$ cat src/hdl/assert_macros.svh
// assertion macros used by the list core sequencer, bvie_ctrl
// no dependencies
`ifndef ASSERT_MACROS_SVH
`define ASSERT_MACROS_SVH

// condition holds at every edge outside reset
`define ASSERT_ALWAYS(label, clk, rst, cond) \
   label: assert property (@(posedge clk) disable iff (rst) (cond)) \
      else $error("assertion failed");

// trigger implies condition in the same cycle
`define ASSERT_IMPLIES(label, clk, rst, trig, cond) \
   label: assert property (@(posedge clk) disable iff (rst) (trig) |-> (cond)) \
      else $error("assertion failed");

// trigger implies condition in the next cycle
`define ASSERT_NEXT(label, clk, rst, trig, cond) \
   label: assert property (@(posedge clk) disable iff (rst) (trig) |=> (cond)) \
      else $error("assertion failed");

`endif

$ cat src/hdl/bvie_pkg.sv
// shared types and constants of the bounded list core
// no dependencies
package bvie_pkg;

   localparam int CAPACITY_DEF  = 32;
   localparam int WORD_BITS_DEF = 32;

   localparam int TYPE_BITS   = 4;
   localparam int POS_BITS    = 6;
   localparam int VALUE_BITS  = 32;
   localparam int LEN_BITS    = 6;
   localparam int STATUS_BITS = 2;

   typedef enum logic [TYPE_BITS-1:0] {
      OP_PUSH   = 4'd0,
      OP_POP    = 4'd1,
      OP_INSERT = 4'd2,
      OP_ERASE  = 4'd3,
      OP_RANGE  = 4'd4,
      OP_READ   = 4'd5,
      OP_BACK   = 4'd6,
      OP_CLEAR  = 4'd7,
      OP_RESIZE = 4'd8
   } op_type;

   localparam logic [STATUS_BITS-1:0] ST_OK    = 2'd0;
   localparam logic [STATUS_BITS-1:0] ST_FULL  = 2'd1;
   localparam logic [STATUS_BITS-1:0] ST_EMPTY = 2'd2;
   localparam logic [STATUS_BITS-1:0] ST_BAD   = 2'd3;

   typedef struct packed {
      logic wr_en;
      logic rd_en;
   } mem_ctl_type;

   typedef struct packed {
      logic [STATUS_BITS-1:0] status_code;
      logic [LEN_BITS-1:0]    length_now;
      logic [VALUE_BITS-1:0]  read_value;
   } rsp_type;

endpackage

$ cat src/hdl/bvie_store.sv
// word store of the list core: one write port, one read port, registered read
// depends on bvie_pkg
module bvie_store #(
   parameter int CAPACITY  = bvie_pkg::CAPACITY_DEF,
   parameter int WORD_BITS = bvie_pkg::WORD_BITS_DEF,
   parameter int AW        = $clog2(CAPACITY)
) (
   input  logic                 clock,
   input  bvie_pkg::mem_ctl_type mem_ctl,
   input  logic [AW-1:0]        wr_addr,
   input  logic [WORD_BITS-1:0] wr_data,
   input  logic [AW-1:0]        rd_addr,
   output logic [WORD_BITS-1:0] rd_data
);

   logic [WORD_BITS-1:0] mem [CAPACITY];
   logic [WORD_BITS-1:0] rd_data_ff;

   always_ff @(posedge clock) begin
      if (mem_ctl.wr_en) begin
         mem[wr_addr] <= wr_data;
      end
      if (mem_ctl.rd_en) begin
         rd_data_ff <= mem[rd_addr];
      end
   end

   assign rd_data = rd_data_ff;

endmodule

$ cat src/hdl/bvie_ctrl.sv
// operation sequencer of the list core: length count, shift loops, clearing pass
// depends on bvie_pkg and assert_macros.svh
`include "assert_macros.svh"

module bvie_ctrl #(
   parameter int CAPACITY  = bvie_pkg::CAPACITY_DEF,
   parameter int WORD_BITS = bvie_pkg::WORD_BITS_DEF,
   parameter int AW        = $clog2(CAPACITY)
) (
   input  logic                                 clock,
   input  logic                                 reset,
   input  logic                                 req_valid,
   output logic                                 req_ready,
   input  bvie_pkg::op_type                     req_op,
   input  logic [bvie_pkg::POS_BITS-1:0]        position,
   input  logic [bvie_pkg::POS_BITS-1:0]        end_position,
   input  logic [bvie_pkg::VALUE_BITS-1:0]      item_value,
   input  logic                                 slot_free,
   output logic                                 res_strobe,
   output bvie_pkg::rsp_type                    res,
   output bvie_pkg::mem_ctl_type                mem_ctl,
   output logic [AW-1:0]                        wr_addr,
   output logic [WORD_BITS-1:0]                 wr_data,
   output logic [AW-1:0]                        rd_addr,
   input  logic [WORD_BITS-1:0]                 rd_data
);

   localparam int CW = $clog2(CAPACITY + 1);
   localparam int XW = (CW > bvie_pkg::POS_BITS) ? CW + 1 : bvie_pkg::POS_BITS + 1;

   typedef enum logic [2:0] {
      S_INIT,
      S_IDLE,
      S_UP,
      S_FILL,
      S_DOWN,
      S_RDWAIT,
      S_DONE
   } state_type;

   state_type            state_ff, state_in;
   logic [CW-1:0]        count_ff, count_in;
   logic [AW-1:0]        src_ff, src_in;
   logic [AW-1:0]        dst_ff, dst_in;
   logic [AW-1:0]        pos_ff, pos_in;
   logic [CW-1:0]        lim_ff, lim_in;
   logic [WORD_BITS-1:0] value_ff, value_in;
   bvie_pkg::rsp_type    res_ff, res_in;

   logic          accepted;
   logic [XW-1:0] pos_x;
   logic [XW-1:0] end_x;
   logic [XW-1:0] cnt_x;
   logic [XW-1:0] cap_x;
   logic [XW-1:0] next_src_x;

   assign req_ready  = (state_ff == S_IDLE);
   assign accepted   = req_valid && req_ready;
   assign pos_x      = XW'(position);
   assign end_x      = XW'(end_position);
   assign cnt_x      = XW'(count_ff);
   assign cap_x      = XW'(CAPACITY);
   assign next_src_x = XW'(src_ff) + XW'(1);

   always_comb begin
      state_in     = state_ff;
      count_in     = count_ff;
      src_in       = src_ff;
      dst_in       = dst_ff;
      pos_in       = pos_ff;
      lim_in       = lim_ff;
      value_in     = value_ff;
      res_in       = res_ff;
      mem_ctl      = '0;
      wr_addr      = '0;
      wr_data      = '0;
      rd_addr      = '0;
      res_strobe   = 1'b0;

      unique case (state_ff)
         S_INIT: begin
            mem_ctl.wr_en = 1'b1;
            wr_addr       = src_ff;
            src_in        = src_ff + AW'(1);
            if (src_ff == AW'(CAPACITY - 1)) begin
               src_in   = '0;
               state_in = S_IDLE;
            end
         end
         S_IDLE: begin
            if (accepted) begin
               res_in.read_value  = '0;
               res_in.status_code = bvie_pkg::ST_OK;
               state_in           = S_DONE;
               unique case (req_op)
                  bvie_pkg::OP_PUSH: begin
                     if (cnt_x >= cap_x) begin
                        res_in.status_code = bvie_pkg::ST_FULL;
                     end else begin
                        mem_ctl.wr_en = 1'b1;
                        wr_addr       = count_ff[AW-1:0];
                        wr_data       = WORD_BITS'(item_value);
                        count_in      = count_ff + CW'(1);
                     end
                  end
                  bvie_pkg::OP_POP: begin
                     if (cnt_x == '0) begin
                        res_in.status_code = bvie_pkg::ST_EMPTY;
                     end else begin
                        count_in = count_ff - CW'(1);
                     end
                  end
                  bvie_pkg::OP_INSERT: begin
                     if (pos_x >= cnt_x) begin
                        res_in.status_code = bvie_pkg::ST_BAD;
                     end else if (cnt_x >= cap_x) begin
                        res_in.status_code = bvie_pkg::ST_FULL;
                     end else begin
                        mem_ctl.rd_en = 1'b1;
                        rd_addr       = AW'(cnt_x - XW'(1));
                        src_in        = AW'(cnt_x - XW'(1));
                        pos_in        = pos_x[AW-1:0];
                        value_in      = WORD_BITS'(item_value);
                        count_in      = count_ff + CW'(1);
                        state_in      = S_UP;
                     end
                  end
                  bvie_pkg::OP_ERASE: begin
                     if (cnt_x == '0) begin
                        res_in.status_code = bvie_pkg::ST_EMPTY;
                     end else if (pos_x >= cnt_x) begin
                        res_in.status_code = bvie_pkg::ST_BAD;
                     end else begin
                        count_in = count_ff - CW'(1);
                        if (pos_x + XW'(1) < cnt_x) begin
                           mem_ctl.rd_en = 1'b1;
                           rd_addr       = AW'(pos_x + XW'(1));
                           src_in        = AW'(pos_x + XW'(1));
                           dst_in        = pos_x[AW-1:0];
                           lim_in        = count_ff;
                           state_in      = S_DOWN;
                        end
                     end
                  end
                  bvie_pkg::OP_RANGE: begin
                     if (cnt_x == '0) begin
                        res_in.status_code = bvie_pkg::ST_EMPTY;
                     end else if (!(pos_x < end_x && end_x < cnt_x)) begin
                        res_in.status_code = bvie_pkg::ST_BAD;
                     end else begin
                        count_in      = CW'(cnt_x - (end_x - pos_x));
                        mem_ctl.rd_en = 1'b1;
                        rd_addr       = end_x[AW-1:0];
                        src_in        = end_x[AW-1:0];
                        dst_in        = pos_x[AW-1:0];
                        lim_in        = count_ff;
                        state_in      = S_DOWN;
                     end
                  end
                  bvie_pkg::OP_READ: begin
                     if (pos_x >= cnt_x) begin
                        res_in.status_code = bvie_pkg::ST_BAD;
                     end else begin
                        mem_ctl.rd_en = 1'b1;
                        rd_addr       = pos_x[AW-1:0];
                        state_in      = S_RDWAIT;
                     end
                  end
                  bvie_pkg::OP_BACK: begin
                     if (cnt_x == '0) begin
                        res_in.status_code = bvie_pkg::ST_EMPTY;
                     end else begin
                        mem_ctl.rd_en = 1'b1;
                        rd_addr       = AW'(cnt_x - XW'(1));
                        state_in      = S_RDWAIT;
                     end
                  end
                  bvie_pkg::OP_CLEAR: begin
                     count_in = '0;
                  end
                  bvie_pkg::OP_RESIZE: begin
                     if (pos_x > cap_x) begin
                        res_in.status_code = bvie_pkg::ST_BAD;
                     end else begin
                        count_in = CW'(pos_x);
                     end
                  end
                  default: begin
                     res_in.status_code = bvie_pkg::ST_BAD;
                  end
               endcase
               res_in.length_now = bvie_pkg::LEN_BITS'(count_in);
            end
         end
         S_UP: begin
            mem_ctl.wr_en = 1'b1;
            wr_addr       = src_ff + AW'(1);
            wr_data       = rd_data;
            if (src_ff == pos_ff) begin
               state_in = S_FILL;
            end else begin
               mem_ctl.rd_en = 1'b1;
               rd_addr       = src_ff - AW'(1);
               src_in        = src_ff - AW'(1);
            end
         end
         S_FILL: begin
            mem_ctl.wr_en = 1'b1;
            wr_addr       = pos_ff;
            wr_data       = value_ff;
            state_in      = S_DONE;
         end
         S_DOWN: begin
            mem_ctl.wr_en = 1'b1;
            wr_addr       = dst_ff;
            wr_data       = rd_data;
            dst_in        = dst_ff + AW'(1);
            if (next_src_x < XW'(lim_ff)) begin
               mem_ctl.rd_en = 1'b1;
               rd_addr       = next_src_x[AW-1:0];
               src_in        = next_src_x[AW-1:0];
            end else begin
               state_in = S_DONE;
            end
         end
         S_RDWAIT: begin
            res_in.read_value = bvie_pkg::VALUE_BITS'(rd_data);
            state_in          = S_DONE;
         end
         S_DONE: begin
            if (slot_free) begin
               res_strobe = 1'b1;
               state_in   = S_IDLE;
            end
         end
         default: begin
            state_in = S_IDLE;
         end
      endcase
   end

   always_ff @(posedge clock) begin
      if (reset) begin
         state_ff <= S_INIT;
         count_ff <= '0;
         src_ff   <= '0;
      end else begin
         state_ff <= state_in;
         count_ff <= count_in;
         src_ff   <= src_in;
      end
      dst_ff   <= dst_in;
      pos_ff   <= pos_in;
      lim_ff   <= lim_in;
      value_ff <= value_in;
      res_ff   <= res_in;
   end

   assign res = res_ff;

   `ASSERT_ALWAYS(a_count_bound, clock, reset, XW'(count_ff) <= cap_x)
   `ASSERT_NEXT(a_one_item, clock, reset, accepted, !req_ready)
   `ASSERT_IMPLIES(a_strobe_slot, clock, reset, res_strobe, slot_free && !req_ready)
   `ASSERT_NEXT(a_push_grows, clock, reset, accepted && req_op == bvie_pkg::OP_PUSH && cnt_x < cap_x, count_ff == $past(count_ff) + CW'(1))

endmodule

$ cat src/hdl/bounded_vector_insert_erase_core.sv
// channel   dir  handshake                 payload
// req       in   req_tvalid / req_tready   req_tuser op, req_tdata position/end/value
// rsp       out  rsp_tvalid / rsp_tready   rsp_tdata value/length/status
//
// one item at a time through a single-port-write, single-port-read word store
// push, pop, clear, resize and rejected items go straight to S_DONE; read and back
// pass S_RDWAIT; insert shifts up in S_UP, then writes the value in S_FILL; erase
// shifts down in S_DOWN; the moves run one word a cycle through the store's read
// and write ports; after reset a clearing pass zeroes the store, req_tready low
// a held result does not block acceptance; the next result waits in the sequencer
module bounded_vector_insert_erase_core #(
   parameter int CAPACITY  = bvie_pkg::CAPACITY_DEF,
   parameter int WORD_BITS = bvie_pkg::WORD_BITS_DEF
) (
   input  logic        clock,
   input  logic        reset,
   input  logic        req_tvalid,
   output logic        req_tready,
   input  logic [47:0] req_tdata,   // position[5:0], end_position[11:6], item_value[43:12]
   input  logic [3:0]  req_tuser,   // req_type[3:0]
   output logic        rsp_tvalid,
   input  logic        rsp_tready,
   output logic [39:0] rsp_tdata    // read_value[31:0], length_now[37:32], status_code[39:38]
);

   localparam int AW = $clog2(CAPACITY);

   bvie_pkg::mem_ctl_type mem_ctl;
   bvie_pkg::rsp_type     res;
   logic [AW-1:0]         wr_addr;
   logic [AW-1:0]         rd_addr;
   logic [WORD_BITS-1:0]  wr_data;
   logic [WORD_BITS-1:0]  rd_data;
   logic                  res_strobe;
   logic                  slot_free;

   logic                  rsp_valid_ff, rsp_valid_in;
   bvie_pkg::rsp_type     rsp_data_ff, rsp_data_in;

   assign slot_free = !rsp_valid_ff || rsp_tready;

   always_comb begin
      rsp_valid_in = rsp_valid_ff;
      rsp_data_in  = rsp_data_ff;
      if (res_strobe) begin
         rsp_valid_in = 1'b1;
         rsp_data_in  = res;
      end else if (rsp_tready) begin
         rsp_valid_in = 1'b0;
      end
   end

   always_ff @(posedge clock) begin
      if (reset) begin
         rsp_valid_ff <= 1'b0;
      end else begin
         rsp_valid_ff <= rsp_valid_in;
      end
      rsp_data_ff <= rsp_data_in;
   end

   assign rsp_tvalid = rsp_valid_ff;
   assign rsp_tdata  = rsp_data_ff;

   bvie_ctrl #(
      .CAPACITY  (CAPACITY),
      .WORD_BITS (WORD_BITS),
      .AW        (AW)
   ) u_ctrl (
      .clock        (clock),
      .reset        (reset),
      .req_valid    (req_tvalid),
      .req_ready    (req_tready),
      .req_op       (bvie_pkg::op_type'(req_tuser)),
      .position     (req_tdata[5:0]),
      .end_position (req_tdata[11:6]),
      .item_value   (req_tdata[43:12]),
      .slot_free    (slot_free),
      .res_strobe   (res_strobe),
      .res          (res),
      .mem_ctl      (mem_ctl),
      .wr_addr      (wr_addr),
      .wr_data      (wr_data),
      .rd_addr      (rd_addr),
      .rd_data      (rd_data)
   );

   bvie_store #(
      .CAPACITY  (CAPACITY),
      .WORD_BITS (WORD_BITS),
      .AW        (AW)
   ) u_store (
      .clock   (clock),
      .mem_ctl (mem_ctl),
      .wr_addr (wr_addr),
      .wr_data (wr_data),
      .rd_addr (rd_addr),
      .rd_data (rd_data)
   );

endmodule
$ cat config.mk
export PLATFORM = sky130hd
export DESIGN_NAME = bounded_vector_insert_erase_core
export DESIGN_NICKNAME = d
export VERILOG_FILES = /design/src/hdl/bvie_pkg.sv /design/src/hdl/bvie_store.sv /design/src/hdl/bvie_ctrl.sv /design/src/hdl/bounded_vector_insert_erase_core.sv
export VERILOG_INCLUDE_DIRS = /design/src /design/src/hdl
export SDC_FILE = /design/constraint.sdc
export NUM_CORES = 1
export LEC_CHECK = 0
export ABC_AREA = 0
export BUFFER_PORTS_ARGS = -buffer_cell sky130_fd_sc_hd__buf_2
export CORE_MARGIN = 1
export CORE_UTILIZATION = 55
export CTS_CLUSTER_DIAMETER = 60
export DETAILED_ROUTE_END_ITERATION = 6
export HOLD_SLACK_MARGIN = 0.1
export PLACE_DENSITY_LB_ADDON = 0.25
export SYNTH_ARGS = -nofsm -noshare
export SYNTH_HDL_FRONTEND = slang
export SYNTH_SLANG_ARGS = --single-unit
$ cat constraint.sdc
create_clock -name clock -period 13.95 [get_ports clock]
set_input_delay 0 -clock clock [delete_from_list [all_inputs] [get_ports clock]]
set_output_delay 0 -clock clock [all_outputs]
set_load 0.05 [all_outputs]
### After elaboration in Yosys (flattened, before gate mapping)

Memories as Yosys holds them, arrays and structs flattened. A register that Yosys moved wholly into a read port is not among the register bits.
Index checks and enable logic that the tools add are counted.

| operators by class | value |
|---|---|
| muxes and demuxes | 107 |
| reduce and logical (&&, ||, !) cells | 23 |
| add/subtract/negate cells | 10 |
| eq/ne operators | 37 |
| order comparisons | 7 |
| bitwise gates (word level) | 2 |

Operators by type and width:

| kind | number |
|---|---|
| $mux 5 | 32 |
| $mux 32 | 4 |
| $pmux 32 s3 | 1 |
| $mux 6 | 13 |
| $pmux 32 s2 | 1 |
| $pmux 5 s5 | 2 |
| $pmux 6 s7 | 1 |
| $mux 3 | 10 |
| $pmux 5 s3 | 2 |
| $mux 2 | 12 |
| $ne 3x3->1 const B | 8 |
| $pmux 5 s2 | 2 |
| $pmux 5 s4 | 1 |
| $mux 1 | 19 |
| $pmux 3 s6 | 1 |
| $eq 4x3->1 const B | 4 |
| $pmux 2 s8 | 1 |
| $reduce_and 8->1 | 2 |
| $pmux 3 s5 | 1 |
| $lt 7x6->1 | 2 |
| $ne 2x2->1 const B | 7 |
| $lt 6x6->1 | 2 |
| $pmux 6 s2 | 1 |
| $reduce_and 12->1 | 1 |
| other kinds (36) | 56 |

| word-level totals | value |
|---|---|
| bits of input ports | 56 |
| bits in registers | 143 |
| memory bits (writable) | 1024 |
| output and inout bits | 42 |
| word-level logic and storage cells | 201 |
| memories kept | 1 |

Memory list:

| name | words | bits a word | read ports | clocked after Yosys merged registers in | write ports | RTL line | text |
|---|---|---|---|---|---|---|---|
| u_store.mem | 32 | 32 | 1 | 1 | 1 | bvie_store.sv:16 | `logic [WORD_BITS-1:0] mem [CAPACITY];` |

### Depth between registers and ports, before layout

Gate-level depths: netlist (run 1).

| depth | value |
|---|---|
| depth in word-level cells | 10 |
| depth in mapped cells | 18 |

### Modules after synthesis

Synthesis (run 1) repeated with hierarchy kept, for this count alone.

| unflattened totals | value |
|---|---|
| cell total of the unflattened synthesis | 3043 |
| area total of the unflattened synthesis | 49307.3 sq um |

Modules (own cells, without submodules):

| module | times used | sequential area each (sq um) | cells each | area each (sq um) |
|---|---|---|---|---|
| bvie_store | 1 | 31710.4 | 2260 | 40812.9 |
| bvie_ctrl | 1 | 2922.8 | 739 | 7247.0 |
| bounded_vector_insert_erase_core | 1 | 1221.2 | 44 | 1247.4 |

### Least setup slack after synthesis (run 1)

OpenSTA, ideal clock, no wires.

| path | value |
|---|---|
| kind | reg2reg |
| from | register u_ctrl.count_ff[2] |
| to | register u_ctrl.pos_ff[0], enable pin |
| cell stages (with the launch flop) | 9 |
| setup slack | 8026 ps |
| arrival | 5401 ps |
| path buffers | 2 |
| clock period less this slack | 5924 ps |
| library setup time | 524 ps |
| path through | dfxtp_1 -> clkbuf_1 -> inv_1 -> ha_1 -> a21oi_1 -> o21a_1 -> o21ai_1 -> clkbuf_1 -> nor4_1 |

| on the way | value |
|---|---|
| cells in the longest elaborated chain, start to end | 3 |

Ends and longest elaborated chain:

| what | RTL line | text |
|---|---|---|
| start, declared | bvie_ctrl.sv:42 | `logic [CW-1:0] count_ff, count_in;` |
| start signal, assigned | bvie_ctrl.sv:249 | `count_ff <= count_in;` |
| $ge 6x6->1, on equally long branches | bvie_ctrl.sv:114, bvie_ctrl.sv:116 |  |
| $not 1->1 (no source line) | -- |  |
| $reduce_and 5->1 (no source line) * | -- |  |
| end signal, assigned | bvie_ctrl.sv:253 | `pos_ff <= pos_in;` |
| end, declared | bvie_ctrl.sv:45 | `logic [AW-1:0] pos_ff, pos_in;` |

Mark *: on every way between the ends. The rest lies on a longest branch, timed or not.
A chain may end at the register's enable or synchronous reset.

### Worst setup path after layout (run 1)

| path | value |
|---|---|
| from | register u_ctrl.src_ff[0] |
| to | register u_store.rd_data_ff[30] (netlist: u_store.rd_data[30]), read port of u_store.mem (data pin) |

| on the way | value |
|---|---|
| cells in the longest elaborated chain, start to end | 4 |

Ends and longest elaborated chain:

| what | RTL line | text |
|---|---|---|
| start, declared | bvie_ctrl.sv:43 | `logic [AW-1:0] src_ff, src_in;` |
| start signal, assigned | bvie_ctrl.sv:250 | `src_ff <= src_in;` |
| $add 5x1->6 | bvie_ctrl.sv:63 | `assign next_src_x = XW'(src_ff) + XW'(1);` |
| $lt 7x6->1 | bvie_ctrl.sv:218 | `if (next_src_x < XW'(lim_ff)) begin` |
| $mux 5 / $mux 1 (equally long branches) | bvie_ctrl.sv:218 |  |
| $pmux 5 s3 / $pmux 1 s3 (equally long branches) | bvie_ctrl.sv:80 | `unique case (state_ff)` |
| end, declared | bvie_store.sv:17 | `logic [WORD_BITS-1:0] rd_data_ff;` |

Several ways; a longest one is shown, not always the timed one.

==> flow_summary.ini, run 1 <==
[clock_tree]
cts_max_level = 3
tritoncts = built
cts.clk_slew.worst_paths_ns = 0.06
clockBufferDepth = 3
clock_sinks = 1199
root_buffer = clkbuf_16
clkLatencyLatePin_ns = 0.72
ctsHoldBuffers = 83
cts-buffers-inserted = 116
cts_setup_buffers = 0
cts_resized = 0

[synth]
async_reset_ff_frac = 0
synth_edf_count = 1184
ys_ff_latch = 1199
ys_types = 86
seq_area_frac_synth = 0.721
synth_flop_cell = edfxtp_1
syn-num-nets = 3970
syn_avg_cell_area_sq_um = 12.9
syn_inst = 3863
yosys_warnings = 0
syn_area_sq_um = 49700

[routing]
drc_errors = 0
drt_first_pass_iters = 5
ant_nets = 0
drtIter0Drc = 4075
via_per_inst = 6.15
drt-total-wl_um = 127000
via_count = 32300
wl_per_cell_um = 24.2

[timing]
setup_ws_ns = 7.24
hold_ws_ns = 0.233
maxSlewHeadroom = 0.117
fmax_mhz = 149
period_minus_slack_ns = 6.71
tns_ns = 0
tightest_slew_ns = 1.31
hold_viol_final = 0
maxSlewViolCount = 0
fin_crit_sh = 0.481
grt_setup_unrepaired = false
setup_violations = 0
finClkSkew_ns = 0.0694

[worst_setup_path]
path_class = flop to flop
crit_chain = ha_1 -> and3_1 -> ha_1 -> ha_1 -> a21o_1 -> a21oi_1 -> o211ai_1 -> o221ai_1 -> or4_4 -> buf_4 -> buf_4 -> mux2i_1 -> mux2i_1 -> mux2i_1 -> a32o_1 -> a221oi_2
path_max_fanout = 71
worstPathArrival_ns = 7.14
r2r_slack_ns = 7.24
critical_path.slowest_cell = buf_4
cp_num_buf_inv = 2
cp_top_family = compound AO/OA/AOI/OAI gates
endpoint_kind = flop
required_ns = 14.38
slowest_delay_ns = 0.75
critPathLaunchType = flop

[grt]
grt_max_degree = 177
antenna_found_initial = 2
grt.total_usage = 0.275
grt_pass1_vias = 30600
grt-ovfl-total = 0
grt_pass1_wl_um = 188000

[floorplan]
initial_utilization = 0.559
die_y_um = 303
dieArea_sq_um = 91600
die_x_um = 303
core_region_area_sq_um = 88900
row_count = 109
io_pins = 98

[finish]
nets = 4089
utilization = 0.630
antennaDiodeCount = 0
drive_gt1_frac = 0.0998
final_cells = 5242
syn_to_final_growth_pct = 12.6

[pwr]
vdd.ir_drop.worst_v = 0.000167
power.density_nw_per_um2 = 199
power.leakage_uw = 0.0197

[placed_design]
gp_congestion = 0.927
placed_cells = 4946
portBuffers = 93
hpwlAfterDp_um = 68800
post-place-ws_ns = 7.45

[run_status]
status = finished, final reports clean

[hold_path]
hold_class = input port to flop

[flow_run]
drv_cap = 0
==> layer usage <==
layer,share of wire,GRT usage,vias to the layer above
met4,0.019,0.0696,2
li1,-,-,14600
met3,0.11,0.0621,202
met2,0.45,0.426,1634
met5,0.00010,0,-
met1,0.41,0.397,15900
==> registers in the layout (all words and copies together) (netlist names) <==
name / flops
rsp_tdata: 40
u_ctrl.lim_ff: 6
u_ctrl.state_ff: 3
rsp_tvalid: 1
u_store.mem: 1024
u_ctrl.count_ff: 6
u_ctrl.res: 40
u_ctrl.value_ff: 32
u_store.rd_data: 32
u_ctrl.pos_ff: 5
u_ctrl.dst_ff: 5
u_ctrl.src_ff: 5
==> worst register-to-register path, cell delays in order, from the launching register on <==
cell and delay (ns):
dfxtp_1 0.63, ha_1 0.49, and3_1 0.22, ha_1 0.30, ha_1 0.34, a21o_1 0.17
a21oi_1 0.24, o211ai_1 0.28, o221ai_1 0.49, or4_4 0.48, buf_4 0.71, buf_4 0.82
mux2i_1 0.21, mux2i_1 0.31, mux2i_1 0.12, a32o_1 0.23, a221oi_2 0.46
==> final timing paths <==
check	start	to	depth (start not counted)
max	u_ctrl.src_ff[0]$_SDFFE_PP0P_	u_store.rd_data[30]$_DFFE_PP_	16
min	reset	rsp_tvalid$_SDFFE_PP0P_	3
max reg2reg	u_ctrl.src_ff[0]$_SDFFE_PP0P_	u_store.rd_data[30]$_DFFE_PP_	16
min reg2reg	u_ctrl.res[3]$_SDFFCE_PN0P_	rsp_tdata[3]$_DFFE_PP_	0
==> logic make-up (layout without fill, tap and decap cells) <==
family / count (synthesis) / in the layout / synth area share
buffers and inverters: 292 / 506 / 0.0259
multiplexers: 41 / 41 / 0.00825
AO/OA/AOI/OAI: 412 / 412 / 0.0604
XOR/XNOR: 28 / 28 / 0.00493
AND/OR/NAND/NOR: 1840 / 1840 / 0.166
flip-flops: 1199 / 1199 / 0.721
adder cells (fa/ha/maj): 51 / 51 / 0.0136
==> per-stage QoR <==
step                total power, uW  instance area (sq um)
floorplan                      6730                  49700
global placement               7950                  51400
detailed placement             8020                  51400
CTS                           11100                  56000
global route                  11500                  56000
finish                        11100                  56000
==> synthesized netlist by cell type (all sizes together), types with 5 or more instances <==
cell	number	share of area
nand3	589	0.059
o221ai	5	0.00088
nand2	954	0.072
a21oi	48	0.0048
a32oi	33	0.0058
a2bb2oi	34	0.0060
a211oi	37	0.0057
o21ai	68	0.0068
o2111ai	33	0.0059
nor4	8	0.0016
fa	5	0.0020
a22oi	38	0.0057
o22ai	6	0.00075
a31oi	11	0.0014
buf	132	0.014
xor2	7	0.0012
ha	46	0.012
mux2i	41	0.0083
nor2	93	0.0073
dfxtp	15	0.0060
a221oi	12	0.0022
xnor2	21	0.0037
nand4	37	0.0047
edfxtp	1184	0.72
inv	48	0.0036
a21boi	32	0.0048
nand2b	7	0.0010
clkbuf	110	0.0083
a21o	9	0.0014
nor2b	9	0.0011
o211ai	7	0.0011
nor3	46	0.0055
and3	76	0.0096
==> cell usage in the layout, fill, tap and decap left out, types with 6 or more instances in the layout <==
| cell type | count |
|---|---|
| buf_2 | 93 |
| a221oi_1 | 11 |
| a22oi_1 | 38 |
| and3_1 | 75 |
| clkinv_2 | 30 |
| a21boi_0 | 32 |
| bufinv_16 | 10 |
| o22ai_1 | 6 |
| o2111ai_1 | 32 |
| buf_4 | 64 |
| ha_1 | 46 |
| o21ai_1 | 35 |
| clkbuf_1 | 19 |
| dfxtp_1 | 14 |
| a31oi_1 | 11 |
| nor2_1 | 54 |
| nand2_1 | 952 |
| nor2_4 | 36 |
| a32oi_1 | 33 |
| nor3_1 | 39 |
| o211ai_1 | 7 |
| xor2_1 | 7 |
| mux2i_1 | 41 |
| edfxtp_1 | 1184 |
| nand3_1 | 587 |
| xnor2_1 | 21 |
| inv_1 | 45 |
| o21ai_0 | 32 |
| a211oi_1 | 36 |
| nand4_1 | 37 |
| nand2b_1 | 6 |
| nor2b_1 | 8 |
| a2bb2oi_1 | 34 |
| dlygate4sd3_1 | 83 |
| clkbuf_16 | 118 |
| a21oi_1 | 47 |
| clkinv_1 | 28 |
| a21o_1 | 9 |
==> power breakdown <==
part	switching, uW	internal, uW	total, uW
sequential	124	4730	4860
combinational	2440	761	3200
clock	1330	1730	3060
==> area by class of cell <==
cell class,count,area [sq um]
clock inverters,76,711
well taps,1165,1460
repair buffers,243,1840
flip-flops and latches,1199,35900
inverters,50,188
fillers,6469,32900
multi-input cells,2372,12900
clock buffers,137,3020
Power figures use the tool's default switching activity.
==> inputs of run 2 (changes only) <==
==> constraint.sdc (replaced) <==
create_clock -name clock -period 6.5 [get_ports clock]
set_input_delay 0 -clock clock [delete_from_list [all_inputs] [get_ports clock]]
set_output_delay 0 -clock clock [all_outputs]
set_load 0.05 [all_outputs]
==> run 2 against run 1 <==
Net effect:
- total power is 110% higher
- non-clock buffer count is 23 higher
- via count is 1.6% higher
- worst hold slack better by 0.00059 ns
- cell area is 0.18% higher
- flip-flop and latch count stayed put
- clock skew is 0.011 ns lower
- register-to-register slack worse by 6.2 ns
- first-iteration DRC count is 10% higher
- count of clock-buffer cells in the layout is 17 higher
- core utilization is 0.11 points higher
- highest routed layer is now met4
==> flow_summary.ini, run 2 (synthesis gave the netlist of run 1 again) <==
[hold_path]
hold_class = input port to flop
holdPathStages = 3
min_from = reset
holdPathEnd = u_ctrl.src_ff[4]$_SDFFE_PP0P_

[timing]
hold_ws_ns = 0.234
period_minus_slack_ns = 5.44
hold_viol_final = 0
setup_violations = 0
finClkSkew_ns = 0.0589
maxSlewViolCount = 0
grt_setup_unrepaired = false
tightest_slew_ns = 1.43
fin_crit_sh = 0.837
maxSlewHeadroom = 0.0467
fmax_mhz = 184
setup_ws_ns = 1.06
tns_ns = 0

[grt]
grt_pass1_wl_um = 191000
grt_util_met1 = 0.405
grt.total_usage = 0.279
antenna_found_initial = 1
grtUsageMet3 = 0.0570
grt_max_degree = 125
grt-busiest-layer = met2
grt_pass1_vias = 31000
grt-ovfl-total = 0
grt_use_met2 = 0.431

[floorplan]
io_pins = 98
core_region_area_sq_um = 88900
die_x_um = 303
die_y_um = 303
initial_utilization = 0.559
dieArea_sq_um = 91600
row_count = 109

[worst_setup_path]
cp_num_buf_inv = 1
critPathLaunchType = flop
worstPathArrival_ns = 5.83
cp_top_family = simple AND/OR/NAND/NOR gates
required_ns = 6.89
endpoint_kind = flop
reg2regPathDepth = 13
path_class = flop to flop
critical_path.slowest_cell = or4_4
crit_chain = ha_1 -> and3_1 -> ha_1 -> ha_1 -> nand3_1 -> o211ai_1 -> o221ai_1 -> or4_4 -> nor2_2 -> buf_4 -> a32oi_1 -> o2111ai_1 -> a2bb2oi_1
r2r_slack_ns = 1.06
cp_common_cell = ha_1
path_max_fanout = 26
slowest_delay_ns = 0.86
reg2reg_to = u_store.rd_data[6]$_DFFE_PP_
worstReg2RegStart = u_ctrl.src_ff[0]$_SDFFE_PP0P_

[run_status]
status = finished, final reports clean

[finish]
syn_to_final_growth_pct = 12.8
largest_reg_flops = 1024
final_common_cell = edfxtp_1
antennaDiodeCount = 0
drive_gt1_frac = 0.0988
final_cell_mix = 1184 x edfxtp_1, 952 x nand2_1, 587 x nand3_1, 117 x clkbuf_16, 93 x buf_2
top_register = u_store.mem
fillCellCount = 6483
nets = 4113

[clock_tree]
cts-buffers-inserted = 117
cts_setup_buffers = 0
tritoncts = built
clock_sinks = 1199
clockBufferDepth = 3
cts.clk_slew.worst_paths_ns = 0.06
clkLatencyLatePin_ns = 0.71
root_buffer = clkbuf_16
cts_max_level = 3

[routing]
drc_errors = 0
via_count = 32800
wl_per_cell_um = 24.5
drtIter0Drc = 4493
ant_nets = 0
drt_first_pass_iters = 6
drt-total-wl_um = 129000
via_per_inst = 6.22

[pwr]
combPwrFrac = 0.290
switchingPower_uw = 8220
cellInternalPower_uw = 15300
seqPwrFrac = 0.445
power.density_nw_per_um2 = 420
power.leakage_uw = 0.0197
total_power_uw = 23500
clkPwrFrac = 0.265
vdd.ir_drop.worst_v = 0.000425
switching_share = 0.349

[placed_design]
hpwlAfterDp_um = 73500
gp_congestion = 0.932
post-place-ws_ns = 1.23
portBuffers = 93

[flow_run]
drv_cap = 0
-- run 2: layout make-up --
type,count,area [sq um],share of cell area
clock buffer,154,3070,0.0547
clock inverter,58,427,0.00761
timing repair buffer,266,2180,0.0389
inverter,50,188,0.00335
tap,1165,1460,0.0260
multi-input combinational,2372,12900,0.230
sequential,1199,35900,0.639
-- run 2: worst max-delay path by stage --
| stage | startpoint | end | slack, ns | cells after the start |
|---|---|---|---|---|
| global route | u_ctrl.src_ff[0]$_SDFFE_PP0P_ | u_store.rd_data[6]$_DFFE_PP_ | 0.92 | 13 |
| global placement | u_ctrl.src_ff[0]$_SDFFE_PP0P_ | u_store.rd_data[3]$_DFFE_PP_ | 1.29 | 14 |
| floorplan | u_ctrl.count_ff[2]$_SDFFE_PP0P_ | u_ctrl.pos_ff[0]$_DFFE_PP_ | 0.58 | 8 |
| detailed placement | u_ctrl.src_ff[0]$_SDFFE_PP0P_ | u_store.rd_data[6]$_DFFE_PP_ | 1.23 | 13 |
| finish | u_ctrl.src_ff[0]$_SDFFE_PP0P_ | u_store.rd_data[6]$_DFFE_PP_ | 1.06 | 13 |
| CTS | u_ctrl.src_ff[0]$_SDFFE_PP0P_ | u_store.rd_data[6]$_DFFE_PP_ | 1.21 | 13 |
-- run 2: through the flow --
stage	instance area [sq um]	cells	util
final	56100	5264	0.631
after global routing	56100	5264	0.631
after CTS	56100	5264	0.631
after global placement	51700	4966	0.582
after floorplan	49700	3863	-
after detailed placement	51700	4966	0.582
-- run 2: per-layer routing --
metal  vias to the layer above  routed length (um)
met5                         -                   0
met4                         0                2780
met3                       197               14200
met2                      1777               58900
met1                     16100               53100
li1                      14600                   -
-- run 2: worst min-delay path: cells and delay by family --
kind	cells	cell delay, ns
buf+inv	2	0.77
simple gates	1	0.12
-- run 2: power by group through the flow --
stage / Clock, uW / Combinational (uW) / Sequential, uW
2_1_floorplan: 0 / 3960 / 10500
3_5_place_dp: 0 / 6610 / 10600
3_3_place_gp: 0 / 6480 / 10600
6_report: 6240 / 6820 / 10500
5_1_grt: 6590 / 7270 / 10500
4_1_cts: 6300 / 6690 / 10500
-- run 2: timing repair --
action                    CTS  global route
gates resized for setup     0             0
hold buffers               86             0
hold endpoints to repair   68             0
